[config.mk]
export PLATFORM = sky130hd
export DESIGN_NAME = polynomial_kernel_normalized_flat
export DESIGN_NICKNAME = d
export VERILOG_FILES = /design/src/rtl/pkn_pkg.sv /design/src/rtl/pkn_in_if.sv /design/src/rtl/pkn_out_if.sv /design/src/rtl/pkn_datapath.sv /design/src/rtl/pkn_ctrl.sv /design/src/rtl/polynomial_kernel_normalized.sv /design/src/flat_wrapper.sv
export SDC_FILE = /design/constraint.sdc
export NUM_CORES = 2
export LEC_CHECK = 0
export ABC_AREA = 1
export BUFFER_PORTS_ARGS = -buffer_cell sky130_fd_sc_hd__buf_4
export CAP_MARGIN = 20
export CORE_MARGIN = 1.5
export CORE_UTILIZATION = 55
export DETAILED_ROUTE_END_ITERATION = 7
export PLACE_DENSITY = 0.71
export SYNTH_ARGS = -nofsm -noshare
export SYNTH_HDL_FRONTEND = slang
export SYNTH_SLANG_ARGS = --single-unit
[constraint.sdc]
create_clock -name i_clk -period 13.6 [get_ports i_clk]
set_input_delay 0 -clock i_clk [delete_from_list [all_inputs] [get_ports i_clk]]
set_output_delay 0 -clock i_clk [all_outputs]
set_load 0.01 [all_outputs]
[src/rtl/pkn_pkg.sv]
// Shared types, constants and datapath operation codes for the normalized
// polynomial kernel. No dependencies; the datapath, controller and top level import this package.
package pkn_pkg;

    // Fixed-point formats.
    localparam int ELEM_FRAC_BITS = 12;
    localparam int OUT_FRAC_BITS  = 16;
    localparam int ACC_W          = 48;
    localparam int XMAG_W         = 50;
    localparam int MUL_W          = 48;

    // Unnormalized path: x is moved to Q32, and saturates at 2^15.
    localparam int UN_SHIFT = 32 - 2 * ELEM_FRAC_BITS;
    localparam int UN_LIMIT = 15 + 2 * ELEM_FRAC_BITS;
    localparam logic [XMAG_W-1:0] C_ONE = XMAG_W'(1) << (2 * ELEM_FRAC_BITS);

    // Configuration register indexes.
    localparam logic [1:0] REG_DEGREE    = 2'd0;
    localparam logic [1:0] REG_ADD_ONE   = 2'd1;
    localparam logic [1:0] REG_NORMALIZE = 2'd2;

    // Datapath operations.
    localparam logic [3:0] OP_NONE      = 4'd0;
    localparam logic [3:0] OP_ACC       = 4'd1;
    localparam logic [3:0] OP_PREP      = 4'd2;
    localparam logic [3:0] OP_SCALE     = 4'd3;
    localparam logic [3:0] OP_ROOT_INIT = 4'd4;
    localparam logic [3:0] OP_ROOT_STEP = 4'd5;
    localparam logic [3:0] OP_LOAD_SB   = 4'd6;
    localparam logic [3:0] OP_MUL_MM    = 4'd7;
    localparam logic [3:0] OP_MUL_STEP  = 4'd8;
    localparam logic [3:0] OP_DIV_INIT  = 4'd9;
    localparam logic [3:0] OP_DIV_STEP  = 4'd10;
    localparam logic [3:0] OP_CLAMP     = 4'd11;
    localparam logic [3:0] OP_MUL_POW   = 4'd12;
    localparam logic [3:0] OP_POW_UPD   = 4'd13;
    localparam logic [3:0] OP_OUT       = 4'd14;

    typedef struct packed {
        logic [3:0] degree;
        logic       add_one;
        logic       normalize;
    } t_cfg;

    typedef struct packed {
        logic [3:0] op;
    } t_dp_cmd;

    typedef struct packed {
        logic       special;   // a self-kernel sum is zero under normalization
        logic       clip;      // result must saturate
        logic       s_small;   // root operand still below 2^60
        logic       q_top;     // quotient reached 2^31
        logic [7:0] total;     // division step count
    } t_dp_stat;

endpackage

[src/rtl/pkn_in_if.sv]
// Input channel: one element pair per transfer.
// Depends on nothing.
interface pkn_in_if;
    logic               valid;
    logic               ready;
    logic signed [15:0] a_elem;
    logic signed [15:0] b_elem;
    logic               last_elem;

    modport source (output valid, a_elem, b_elem, last_elem, input ready);
    modport sink   (input valid, a_elem, b_elem, last_elem, output ready);
endinterface

[src/rtl/pkn_out_if.sv]
// Output channel: one kernel value per transfer.
// Depends on nothing.
interface pkn_out_if;
    logic               valid;
    logic               ready;
    logic signed [31:0] kernel_value;
    logic               saturated;

    modport source (output valid, kernel_value, saturated, input ready);
    modport sink   (input valid, kernel_value, saturated, output ready);
endinterface

[src/rtl/pkn_datapath.sv]
// Datapath: accumulators, root, shift-add multiplier, divider and output format.
// Depends on pkn_pkg.
module pkn_datapath import pkn_pkg::*; (
    input  logic               i_clk,
    input  logic               i_rst_n,
    input  t_dp_cmd            i_cmd,
    input  t_cfg               i_cfg,
    input  logic signed [15:0] i_a_elem,
    input  logic signed [15:0] i_b_elem,
    output t_dp_stat           o_stat,
    output logic [31:0]        o_kernel_value,
    output logic               o_saturated
);

    logic [ACC_W-1:0]  r_cross, r_sa, r_sb;
    logic [XMAG_W-1:0] r_sb_hold, r_xsh;
    logic              r_norm, r_neg, r_special, r_force;
    logic [63:0]       r_s, r_res, r_bit;
    logic [5:0]        r_k, r_ka, r_kb;
    logic [30:0]       r_ma;
    logic [MUL_W-1:0]  r_mc, r_p, r_base;
    logic [2*MUL_W-1:0] r_mp;
    logic [61:0]       r_dvs, r_rem;
    logic [31:0]       r_q;
    logic [7:0]        r_total;
    logic [31:0]       r_kv;
    logic              r_sat;

    logic signed [31:0] w_ab, w_aa, w_bb;
    logic [ACC_W-1:0]  w_xn;
    logic [XMAG_W-1:0] w_x0, w_c, w_xm, w_sa, w_sb;
    logic              w_xneg, w_neg, w_special;
    logic [3:0]        w_deg;
    logic [63:0]       w_rb;
    logic [MUL_W:0]    w_madd;
    logic [62:0]       w_rem2;
    logic [31:0]       w_qc;
    logic [33:0]       w_mag;
    logic              w_over;

    // Element products for the three dot products.
    assign w_ab = i_a_elem * i_b_elem;
    assign w_aa = i_a_elem * i_a_elem;
    assign w_bb = i_b_elem * i_b_elem;

    // Shifted dot product magnitude and sign, and the shifted self sums.
    always_comb begin
        w_c    = i_cfg.add_one ? C_ONE : '0;
        w_xneg = r_cross[ACC_W-1];
        w_xn   = ~r_cross + ACC_W'(1);
        w_x0   = w_xneg ? {2'b00, w_xn} : {2'b00, r_cross};
        if (!w_xneg) begin
            w_xm = w_x0 + w_c;
        end else if (w_x0 > w_c) begin
            w_xm = w_x0 - w_c;
        end else begin
            w_xm   = w_c - w_x0;
            w_xneg = 1'b0;
        end
        w_deg     = (i_cfg.degree == 4'd0) ? 4'd1 : i_cfg.degree;
        w_neg     = w_xneg && w_deg[0] && (w_xm != '0);
        w_sa      = {2'b00, r_sa} + w_c;
        w_sb      = {2'b00, r_sb} + w_c;
        w_special = (w_sa == '0) || (w_sb == '0);
    end

    // One step of each iterative unit.
    assign w_rb   = r_res + r_bit;
    assign w_madd = {1'b0, r_mp[2*MUL_W-1:MUL_W]} + (r_mp[0] ? {1'b0, r_mc} : '0);
    assign w_rem2 = {r_rem, r_xsh[XMAG_W-1]};
    assign w_qc   = (r_q > 32'h4000_0000) ? 32'h4000_0000 : r_q;

    // Final magnitude and its saturation test.
    always_comb begin
        w_mag  = r_norm ? 34'(r_p >> (30 - OUT_FRAC_BITS)) : 34'(r_p >> (32 - OUT_FRAC_BITS));
        w_over = r_force || (!r_neg && (w_mag > 34'h0_7FFF_FFFF))
                 || (r_neg && (w_mag > 34'h0_8000_0000));
    end

    // Accumulators, cleared at reset and when a vector pair is finished.
    always_ff @(posedge i_clk) begin
        if (!i_rst_n) begin
            r_cross <= '0;
            r_sa    <= '0;
            r_sb    <= '0;
        end else if (i_cmd.op == OP_ACC) begin
            r_cross <= r_cross + {{(ACC_W-32){w_ab[31]}}, w_ab};
            r_sa    <= r_sa + {{(ACC_W-32){1'b0}}, w_aa};
            r_sb    <= r_sb + {{(ACC_W-32){1'b0}}, w_bb};
        end else if (i_cmd.op == OP_PREP) begin
            r_cross <= '0;
            r_sa    <= '0;
            r_sb    <= '0;
        end
    end

    // Tail registers, driven one operation per cycle.
    always_ff @(posedge i_clk) begin
        unique case (i_cmd.op)
            OP_PREP: begin
                r_norm    <= i_cfg.normalize;
                r_neg     <= w_neg;
                r_special <= w_special;
                r_force   <= i_cfg.normalize ? (w_special && (w_xm != '0))
                                             : (w_xm >= (XMAG_W'(1) << UN_LIMIT));
                r_xsh     <= w_xm;
                r_s       <= {14'd0, w_sa};
                r_sb_hold <= w_sb;
                r_k       <= '0;
                r_p       <= i_cfg.normalize ? '0 : MUL_W'(w_xm << UN_SHIFT);
                r_base    <= MUL_W'(w_xm << UN_SHIFT);
            end
            OP_SCALE: begin
                r_s <= r_s << 2;
                r_k <= r_k + 6'd1;
            end
            OP_ROOT_INIT: begin
                r_res <= '0;
                r_bit <= 64'(1) << 62;
            end
            OP_ROOT_STEP: begin
                if (r_s >= w_rb) begin
                    r_s   <= r_s - w_rb;
                    r_res <= (r_res >> 1) + r_bit;
                end else begin
                    r_res <= r_res >> 1;
                end
                r_bit <= r_bit >> 2;
            end
            OP_LOAD_SB: begin
                r_ma <= r_res[30:0];
                r_ka <= r_k;
                r_s  <= {14'd0, r_sb_hold};
                r_k  <= '0;
            end
            OP_MUL_MM: begin
                r_kb <= r_k;
                r_mc <= {17'd0, r_ma};
                r_mp <= {{(MUL_W+17){1'b0}}, r_res[30:0]};
            end
            OP_MUL_STEP: begin
                r_mp <= {w_madd, r_mp[MUL_W-1:1]};
            end
            OP_DIV_INIT: begin
                r_dvs   <= r_mp[61:0];
                r_rem   <= '0;
                r_q     <= '0;
                r_total <= 8'd80 + {2'b00, r_ka} + {2'b00, r_kb};
            end
            OP_DIV_STEP: begin
                if (w_rem2 >= {1'b0, r_dvs}) begin
                    r_rem <= 62'(w_rem2 - {1'b0, r_dvs});
                    r_q   <= {r_q[30:0], 1'b1};
                end else begin
                    r_rem <= w_rem2[61:0];
                    r_q   <= {r_q[30:0], 1'b0};
                end
                r_xsh <= r_xsh << 1;
            end
            OP_CLAMP: begin
                r_p    <= MUL_W'(w_qc);
                r_base <= MUL_W'(w_qc);
            end
            OP_MUL_POW: begin
                r_mc <= r_base;
                r_mp <= {{MUL_W{1'b0}}, r_p};
            end
            OP_POW_UPD: begin
                if (r_norm) begin
                    r_p <= r_mp[77:30];
                end else if (r_mp[95:79] != '0) begin
                    r_force <= 1'b1;
                end else begin
                    r_p <= r_mp[79:32];
                end
            end
            OP_OUT: begin
                if (w_over) begin
                    r_kv  <= r_neg ? 32'h8000_0000 : 32'h7FFF_FFFF;
                    r_sat <= 1'b1;
                end else begin
                    r_kv  <= r_neg ? (~w_mag[31:0] + 32'd1) : w_mag[31:0];
                    r_sat <= 1'b0;
                end
            end
            default: begin
            end
        endcase
    end

    assign o_stat.special = r_special;
    assign o_stat.clip    = r_force;
    assign o_stat.s_small = (r_s[63:60] == 4'd0);
    assign o_stat.q_top   = r_q[31];
    assign o_stat.total   = r_total;
    assign o_kernel_value = r_kv;
    assign o_saturated    = r_sat;

endmodule

[src/rtl/pkn_ctrl.sv]
// Controller: sequences accumulation, root, multiply, divide and power steps.
// Depends on pkn_pkg.
module pkn_ctrl import pkn_pkg::*; (
    input  logic     i_clk,
    input  logic     i_rst_n,
    input  logic     i_in_valid,
    input  logic     i_last,
    output logic     o_in_ready,
    input  logic     i_out_ready,
    output logic     o_out_valid,
    input  t_cfg     i_cfg,
    input  t_dp_stat i_stat,
    output t_dp_cmd  o_cmd
);

    localparam logic [3:0] ST_IDLE   = 4'd0;
    localparam logic [3:0] ST_PREP   = 4'd1;
    localparam logic [3:0] ST_DECIDE = 4'd2;
    localparam logic [3:0] ST_SCALE  = 4'd3;
    localparam logic [3:0] ST_ROOT   = 4'd4;
    localparam logic [3:0] ST_SAVE   = 4'd5;
    localparam logic [3:0] ST_MUL    = 4'd6;
    localparam logic [3:0] ST_MDONE  = 4'd7;
    localparam logic [3:0] ST_DIV    = 4'd8;
    localparam logic [3:0] ST_PCHK   = 4'd9;
    localparam logic [3:0] ST_OUT    = 4'd10;

    logic [3:0] r_state, n_state;
    logic [7:0] r_cnt, n_cnt;
    logic [3:0] r_j, n_j;
    logic       r_second, n_second;
    logic       r_mulpow, n_mulpow;
    logic       r_ovalid, n_ovalid;
    logic [3:0] w_deg;
    logic       w_out_free;

    assign w_deg      = (i_cfg.degree == 4'd0) ? 4'd1 : i_cfg.degree;
    assign w_out_free = !r_ovalid || i_out_ready;
    assign o_in_ready = (r_state == ST_IDLE);
    assign o_out_valid = r_ovalid;

    // Next-state and command logic.
    always_comb begin
        n_state  = r_state;
        n_cnt    = r_cnt;
        n_j      = r_j;
        n_second = r_second;
        n_mulpow = r_mulpow;
        n_ovalid = r_ovalid && !i_out_ready;
        o_cmd.op = OP_NONE;
        unique case (r_state)
            ST_IDLE: begin
                if (i_in_valid) begin
                    o_cmd.op = OP_ACC;
                    if (i_last) n_state = ST_PREP;
                end
            end
            ST_PREP: begin
                o_cmd.op = OP_PREP;
                n_state  = ST_DECIDE;
            end
            ST_DECIDE: begin
                n_second = 1'b0;
                n_j      = 4'd1;
                if (!i_cfg.normalize) n_state = ST_PCHK;
                else if (i_stat.special) n_state = ST_OUT;
                else n_state = ST_SCALE;
            end
            ST_SCALE: begin
                if (i_stat.s_small) begin
                    o_cmd.op = OP_SCALE;
                end else begin
                    o_cmd.op = OP_ROOT_INIT;
                    n_cnt    = '0;
                    n_state  = ST_ROOT;
                end
            end
            ST_ROOT: begin
                o_cmd.op = OP_ROOT_STEP;
                n_cnt    = r_cnt + 8'd1;
                if (r_cnt == 8'd31) n_state = ST_SAVE;
            end
            ST_SAVE: begin
                if (!r_second) begin
                    o_cmd.op = OP_LOAD_SB;
                    n_second = 1'b1;
                    n_state  = ST_SCALE;
                end else begin
                    o_cmd.op = OP_MUL_MM;
                    n_mulpow = 1'b0;
                    n_cnt    = '0;
                    n_state  = ST_MUL;
                end
            end
            ST_MUL: begin
                o_cmd.op = OP_MUL_STEP;
                n_cnt    = r_cnt + 8'd1;
                if (r_cnt == 8'(MUL_W - 1)) n_state = ST_MDONE;
            end
            ST_MDONE: begin
                if (r_mulpow) begin
                    o_cmd.op = OP_POW_UPD;
                    n_state  = ST_PCHK;
                end else begin
                    o_cmd.op = OP_DIV_INIT;
                    n_cnt    = '0;
                    n_state  = ST_DIV;
                end
            end
            ST_DIV: begin
                if (!i_stat.q_top && (r_cnt < i_stat.total)) begin
                    o_cmd.op = OP_DIV_STEP;
                    n_cnt    = r_cnt + 8'd1;
                end else begin
                    o_cmd.op = OP_CLAMP;
                    n_j      = 4'd1;
                    n_state  = ST_PCHK;
                end
            end
            ST_PCHK: begin
                if (i_stat.clip) begin
                    n_state = ST_OUT;
                end else if (r_j < w_deg) begin
                    o_cmd.op = OP_MUL_POW;
                    n_cnt    = '0;
                    n_mulpow = 1'b1;
                    n_j      = r_j + 4'd1;
                    n_state  = ST_MUL;
                end else begin
                    n_state = ST_OUT;
                end
            end
            ST_OUT: begin
                if (w_out_free) begin
                    o_cmd.op = OP_OUT;
                    n_ovalid = 1'b1;
                    n_state  = ST_IDLE;
                end
            end
            default: begin
                n_state = ST_IDLE;
            end
        endcase
    end

    // State registers.
    always_ff @(posedge i_clk) begin
        if (!i_rst_n) begin
            r_state  <= ST_IDLE;
            r_cnt    <= '0;
            r_j      <= '0;
            r_second <= 1'b0;
            r_mulpow <= 1'b0;
            r_ovalid <= 1'b0;
        end else begin
            r_state  <= n_state;
            r_cnt    <= n_cnt;
            r_j      <= n_j;
            r_second <= n_second;
            r_mulpow <= n_mulpow;
            r_ovalid <= n_ovalid;
        end
    end

`ifndef SYNTHESIS
    a_root_bound: assert property (@(posedge i_clk) disable iff (!i_rst_n)
        (r_state == ST_ROOT) |-> (r_cnt < 8'd32))
        else $error("root step count out of range");
    a_out_load: assert property (@(posedge i_clk) disable iff (!i_rst_n)
        (r_state == ST_OUT && w_out_free) |=> (r_ovalid && r_state == ST_IDLE))
        else $error("result not loaded into output register");
    a_pow_bound: assert property (@(posedge i_clk) disable iff (!i_rst_n)
        (r_state == ST_PCHK) |-> (r_j <= w_deg))
        else $error("power count exceeds degree");
    a_mul_bound: assert property (@(posedge i_clk) disable iff (!i_rst_n)
        (r_state == ST_MUL) |-> (r_cnt < 8'(MUL_W)))
        else $error("multiplier step count out of range");
`endif

endmodule

[src/rtl/polynomial_kernel_normalized.sv]
// Top level of the normalized polynomial kernel: configuration registers,
// controller and datapath. Depends on pkn_pkg, pkn_in_if, pkn_out_if.
//
//   channel   direction  payload
//   in_ch     sink       a_elem, b_elem, last_elem
//   out_ch    source     kernel_value, saturated
//   i_cfg_*   write      degree, add_one, normalize
//
// Element pairs are taken one per cycle while the block is idle. After the last pair the tail
// runs alone: degree - 1 shift-add multiplies for the power when unnormalized, plus
// scaling, two 32-step roots, one multiply and a bit-serial divide when normalized.
// Reset is synchronous and clears the sums; a stalled result waits in the output register.
module polynomial_kernel_normalized import pkn_pkg::*; (
    input  logic       i_clk,
    input  logic       i_rst_n,
    pkn_in_if.sink     in_ch,
    pkn_out_if.source  out_ch,
    input  logic       i_cfg_we,
    input  logic [1:0] i_cfg_idx,
    input  logic [3:0] i_cfg_data
);

    t_cfg     r_cfg;
    t_dp_cmd  w_cmd;
    t_dp_stat w_stat;
    logic [31:0] w_kv;

    // Configuration registers.
    always_ff @(posedge i_clk) begin
        if (!i_rst_n) begin
            r_cfg.degree    <= 4'd2;
            r_cfg.add_one   <= 1'b1;
            r_cfg.normalize <= 1'b0;
        end else if (i_cfg_we) begin
            unique case (i_cfg_idx)
                REG_DEGREE:    r_cfg.degree    <= i_cfg_data;
                REG_ADD_ONE:   r_cfg.add_one   <= i_cfg_data[0];
                REG_NORMALIZE: r_cfg.normalize <= i_cfg_data[0];
                default: begin
                end
            endcase
        end
    end

    pkn_ctrl u_ctrl (
        .i_clk       (i_clk),
        .i_rst_n     (i_rst_n),
        .i_in_valid  (in_ch.valid),
        .i_last      (in_ch.last_elem),
        .o_in_ready  (in_ch.ready),
        .i_out_ready (out_ch.ready),
        .o_out_valid (out_ch.valid),
        .i_cfg       (r_cfg),
        .i_stat      (w_stat),
        .o_cmd       (w_cmd)
    );

    pkn_datapath u_dp (
        .i_clk          (i_clk),
        .i_rst_n        (i_rst_n),
        .i_cmd          (w_cmd),
        .i_cfg          (r_cfg),
        .i_a_elem       (in_ch.a_elem),
        .i_b_elem       (in_ch.b_elem),
        .o_stat         (w_stat),
        .o_kernel_value (w_kv),
        .o_saturated    (out_ch.saturated)
    );

    assign out_ch.kernel_value = w_kv;

endmodule
[src/flat_wrapper.sv]
// flat-port wrapper written by rule: the top's interface ports become plain ports
module polynomial_kernel_normalized_flat import pkn_pkg::*;
  (i_clk, i_rst_n, i_cfg_we, i_cfg_idx, i_cfg_data, in_ch_valid, in_ch_a_elem, in_ch_b_elem, in_ch_last_elem, in_ch_ready, out_ch_valid, out_ch_kernel_value, out_ch_saturated, out_ch_ready);
  pkn_in_if in_ch_i ();
  pkn_out_if out_ch_i ();
  input  logic i_clk;
  input  logic i_rst_n;
  input  logic i_cfg_we;
  input  logic [1:0] i_cfg_idx;
  input  logic [3:0] i_cfg_data;
  input wire logic [$bits(in_ch_i.valid)-1:0] in_ch_valid;
  input wire logic [$bits(in_ch_i.a_elem)-1:0] in_ch_a_elem;
  input wire logic [$bits(in_ch_i.b_elem)-1:0] in_ch_b_elem;
  input wire logic [$bits(in_ch_i.last_elem)-1:0] in_ch_last_elem;
  output wire logic [$bits(in_ch_i.ready)-1:0] in_ch_ready;
  output wire logic [$bits(out_ch_i.valid)-1:0] out_ch_valid;
  output wire logic [$bits(out_ch_i.kernel_value)-1:0] out_ch_kernel_value;
  output wire logic [$bits(out_ch_i.saturated)-1:0] out_ch_saturated;
  input wire logic [$bits(out_ch_i.ready)-1:0] out_ch_ready;
  assign in_ch_i.valid = in_ch_valid;
  assign in_ch_i.a_elem = in_ch_a_elem;
  assign in_ch_i.b_elem = in_ch_b_elem;
  assign in_ch_i.last_elem = in_ch_last_elem;
  assign in_ch_ready = in_ch_i.ready;
  assign out_ch_valid = out_ch_i.valid;
  assign out_ch_kernel_value = out_ch_i.kernel_value;
  assign out_ch_saturated = out_ch_i.saturated;
  assign out_ch_i.ready = out_ch_ready;
  polynomial_kernel_normalized u_core (.i_clk(i_clk), .i_rst_n(i_rst_n), .in_ch(in_ch_i), .out_ch(out_ch_i), .i_cfg_we(i_cfg_we), .i_cfg_idx(i_cfg_idx), .i_cfg_data(i_cfg_data));
endmodule
==> metrics <==
crit share post-route 63.9%; Post-Syn Area 94,100 um2; Distinct cells, synth 74; die area 174,000 um2; initial antenna violation count 7; CP required 14.17 ns; number of I/O port buffers 78; reg2reg end u_core.u_dp.r_s[9]$_DFFE_PP_; syn_nets 13,696; R2R cell count 32; RSZ-0062 raised after global routing false; design area 100,000 um2; # DRC 0; top cells by area, synth edfxtp_1 (24%), fa_1 (16%), nand2_1 (11%); worst r2r src u_core.u_dp.r_res[2]$_SDFFCE_PN0P_; M1 GR Usage 43.9%; CP Class input port to flip-flop; nets 13,625; top cells by count, synth nand2_1 (2,648), inv_1 (2,434), nor2_1 (1,045); via count 82,559; top_reg_cell synth edfxtp_1; Final Setup Violations 0; ANT nets after route 0; Pins Over Slew Limit 0; Layout fillers 15,652; ys async rst share 0%; max cap viols 0; GR Overflow Total 0; layout cells sized above 1 3.93%; worst skew pair latency 0.76 ns; CP startpoint in_ch_b_elem[3]; slowest cell on the critical path fa_1; cts bufs inserted 102; Post-synth EDFFs 749; register area share after synthesis 27.5%; Root Buffer clkbuf_16; gr busiest metal met2; critical path launch point type input port; Final Hold Fails 0; GPL Wtd Cong 1.00; critical path capture point u_core.u_dp.r_cross[47]$_SDFFE_PN0P_; largest net degree at the start of global routing 86; chip height 417 um; num rows 151; post-synth top area share 23.9%; critical path arrival 9.27 ns; vias in the first global route 81,187; Pre-Repair DR Iteration Count 6; Initial Util 55.5%; Chip Width 417 um; critical path's largest stage delay 0.58 ns; Top Ports 79; total negative slack 0 ns; Post-CTS Resized 0; Area Overhead vs Synth 6.78%; GRT Util Overall 33.6%; Clock transition at path regs 0.06 ns; met3 Use GR 4.33%; FF+latch area 25,900 um2; count leader, synth nand2_1; CTS Buffer Depth 3; Worst Max-Slew Pin Slew 1.08 ns; Max FO, Critical Path 33; #FFs+latches synth 918; H-tree levels 3; Mapped Cells 12,262; core box area 170,000 um2; CP Capture Type flip-flop; Ys Warns 0; status completed; CTS sink cnt 918; HP Class input port to flip-flop; Rel. slew slack 27.7%; first-pass GRT wire length 456,000 um; routed wire length 294,000 um; CTS tree done; Reg2Reg Setup Slack 5.52 ns; cell taking the most area after synthesis edfxtp_1; clock skew 0.0640 ns; Syn Area/Cell 7.67 um2; mean number of vias per cell 5.69; Tmin final 8.69 ns; met2 usage 55.4%; hpwl dp 233,000 um; Max Freq 115 MHz; dpl cell area 96,800 um2; routed len/inst 20.3 um; drt initial violations 7,839; multi-input logic area 57,800 um2
-- final cells by class --
type                    instances  share of cell area, %
inverters                    2471                   9.24
clock inverters                75                  0.837
multi-input cells            8542                   57.5
flip-flops and latches        918                   25.8
repair buffers                156                   1.23
clock buffers                 116                   2.67
well taps                    2218                   2.76
diodes                          6                 0.0149
-- kinds of logic (layout without fill, tap and decap cells) --
| kind of cell | Yosys count | after routing | share of synthesized area [%] |
|---|---|---|---|
| AO/OA/AOI/OAI | 2238 | 2238 | 13.2 |
| XOR/XNOR | 427 | 427 | 3.97 |
| flip-flops | 918 | 918 | 27.5 |
| adder cells (fa/ha/maj) | 1390 | 1390 | 24.5 |
| buffers and inverters | 2802 | 2818 | 11.2 |
| AND/OR/NAND/NOR | 4487 | 4487 | 19.6 |
| other | 0 | 6 | 0 |
-- flip-flops by register name, indices dropped and copies added, names as in the netlist, 49 cells and up --
signal,flops
u_core.u_dp.r_rem,62
u_core.u_dp.r_dvs,62
u_core.u_dp.r_xsh,50
u_core.u_dp.r_mp,96
u_core.u_dp.r_res,64
u_core.u_dp.r_sb_hold,49
u_core.u_dp.r_s,64
-- cell usage in the layout, fill, tap and decap left out, types with 33 or more instances in the layout --
| cell | netlist | routed |
|---|---|---|
| a21oi_1 | 974 | 974 |
| a31oi_1 | 96 | 96 |
| clkbuf_16 | 0 | 105 |
| o221ai_1 | 35 | 35 |
| edfxtp_1 | 749 | 749 |
| xor2_1 | 264 | 264 |
| nand2_2 | 31 | 34 |
| buf_4 | 1 | 137 |
| nor2_1 | 1045 | 1038 |
| o21a_1 | 41 | 41 |
| fa_1 | 750 | 750 |
| or2_2 | 33 | 33 |
| o21ai_0 | 749 | 748 |
| nor3_1 | 121 | 121 |
| xnor2_1 | 163 | 163 |
| nand3_1 | 347 | 344 |
| o211ai_1 | 63 | 63 |
| nor4_1 | 61 | 61 |
| ha_1 | 640 | 640 |
| inv_1 | 2434 | 2432 |
| dfxtp_1 | 169 | 168 |
| nand2_1 | 2648 | 2643 |
| o22ai_1 | 50 | 50 |
| nand4_1 | 109 | 109 |
-- metrics by stage --
stage               cells  worst slack, ns  util (%)  hold slack (ns)
floorplan           12262             1.36         -            0.115
global route        14500             4.38      59.2           0.0955
detailed placement  14287             4.30      57.0            0.234
finish              14502             4.91      59.2           0.0748
global placement    14286             4.49      57.0            0.224
CTS                 14496             5.08      59.2           0.0208
-- metal layers --
metal	part of all wire, %	routed length (um)
met2	46	136000
met4	5.3	15500
met1	41	121000
met5	0	0
met3	7.4	21800
-- worst max-delay path: cells and delay by family --
kind	cells	cell delay [ns]
fa+ha+maj	8	3.66
compound gates	13	3.37
buf+inv	7	1.03
simple gates	6	0.80
xor+xnor	2	0.39
-- what timing repair did --
action / in CTS / in global routing
hold buffers: 18 / 0
setup buffers: 0 / 0
hold endpoints to repair: 41 / 0
-- worst min path at each step --
| stage | startpoint | to | slack (ns) | cells after the start |
|---|---|---|---|---|
| 6_report | in_ch_a_elem[0] | u_core.u_dp.r_sa[0]$_SDFFE_PN0P_ | 0.07 | 4 |
| 3_3_place_gp | i_cfg_data[1] | u_core.r_cfg[3]$_SDFFE_PN1P_ | 0.22 | 3 |
| 2_1_floorplan | i_cfg_we | u_core.r_cfg[0]$_SDFFE_PN0P_ | 0.12 | 1 |
| 4_1_cts | in_ch_a_elem[0] | u_core.u_dp.r_sa[0]$_SDFFE_PN0P_ | 0.02 | 4 |
| 5_1_grt | in_ch_b_elem[0] | u_core.u_dp.r_sb[0]$_SDFFE_PN0P_ | 0.1 | 4 |
| 3_5_place_dp | i_cfg_data[1] | u_core.r_cfg[3]$_SDFFE_PN1P_ | 0.23 | 3 |
Power is not shown: default switching activity piles up to over one toggle a cycle in this logic, so the estimate is an artifact.
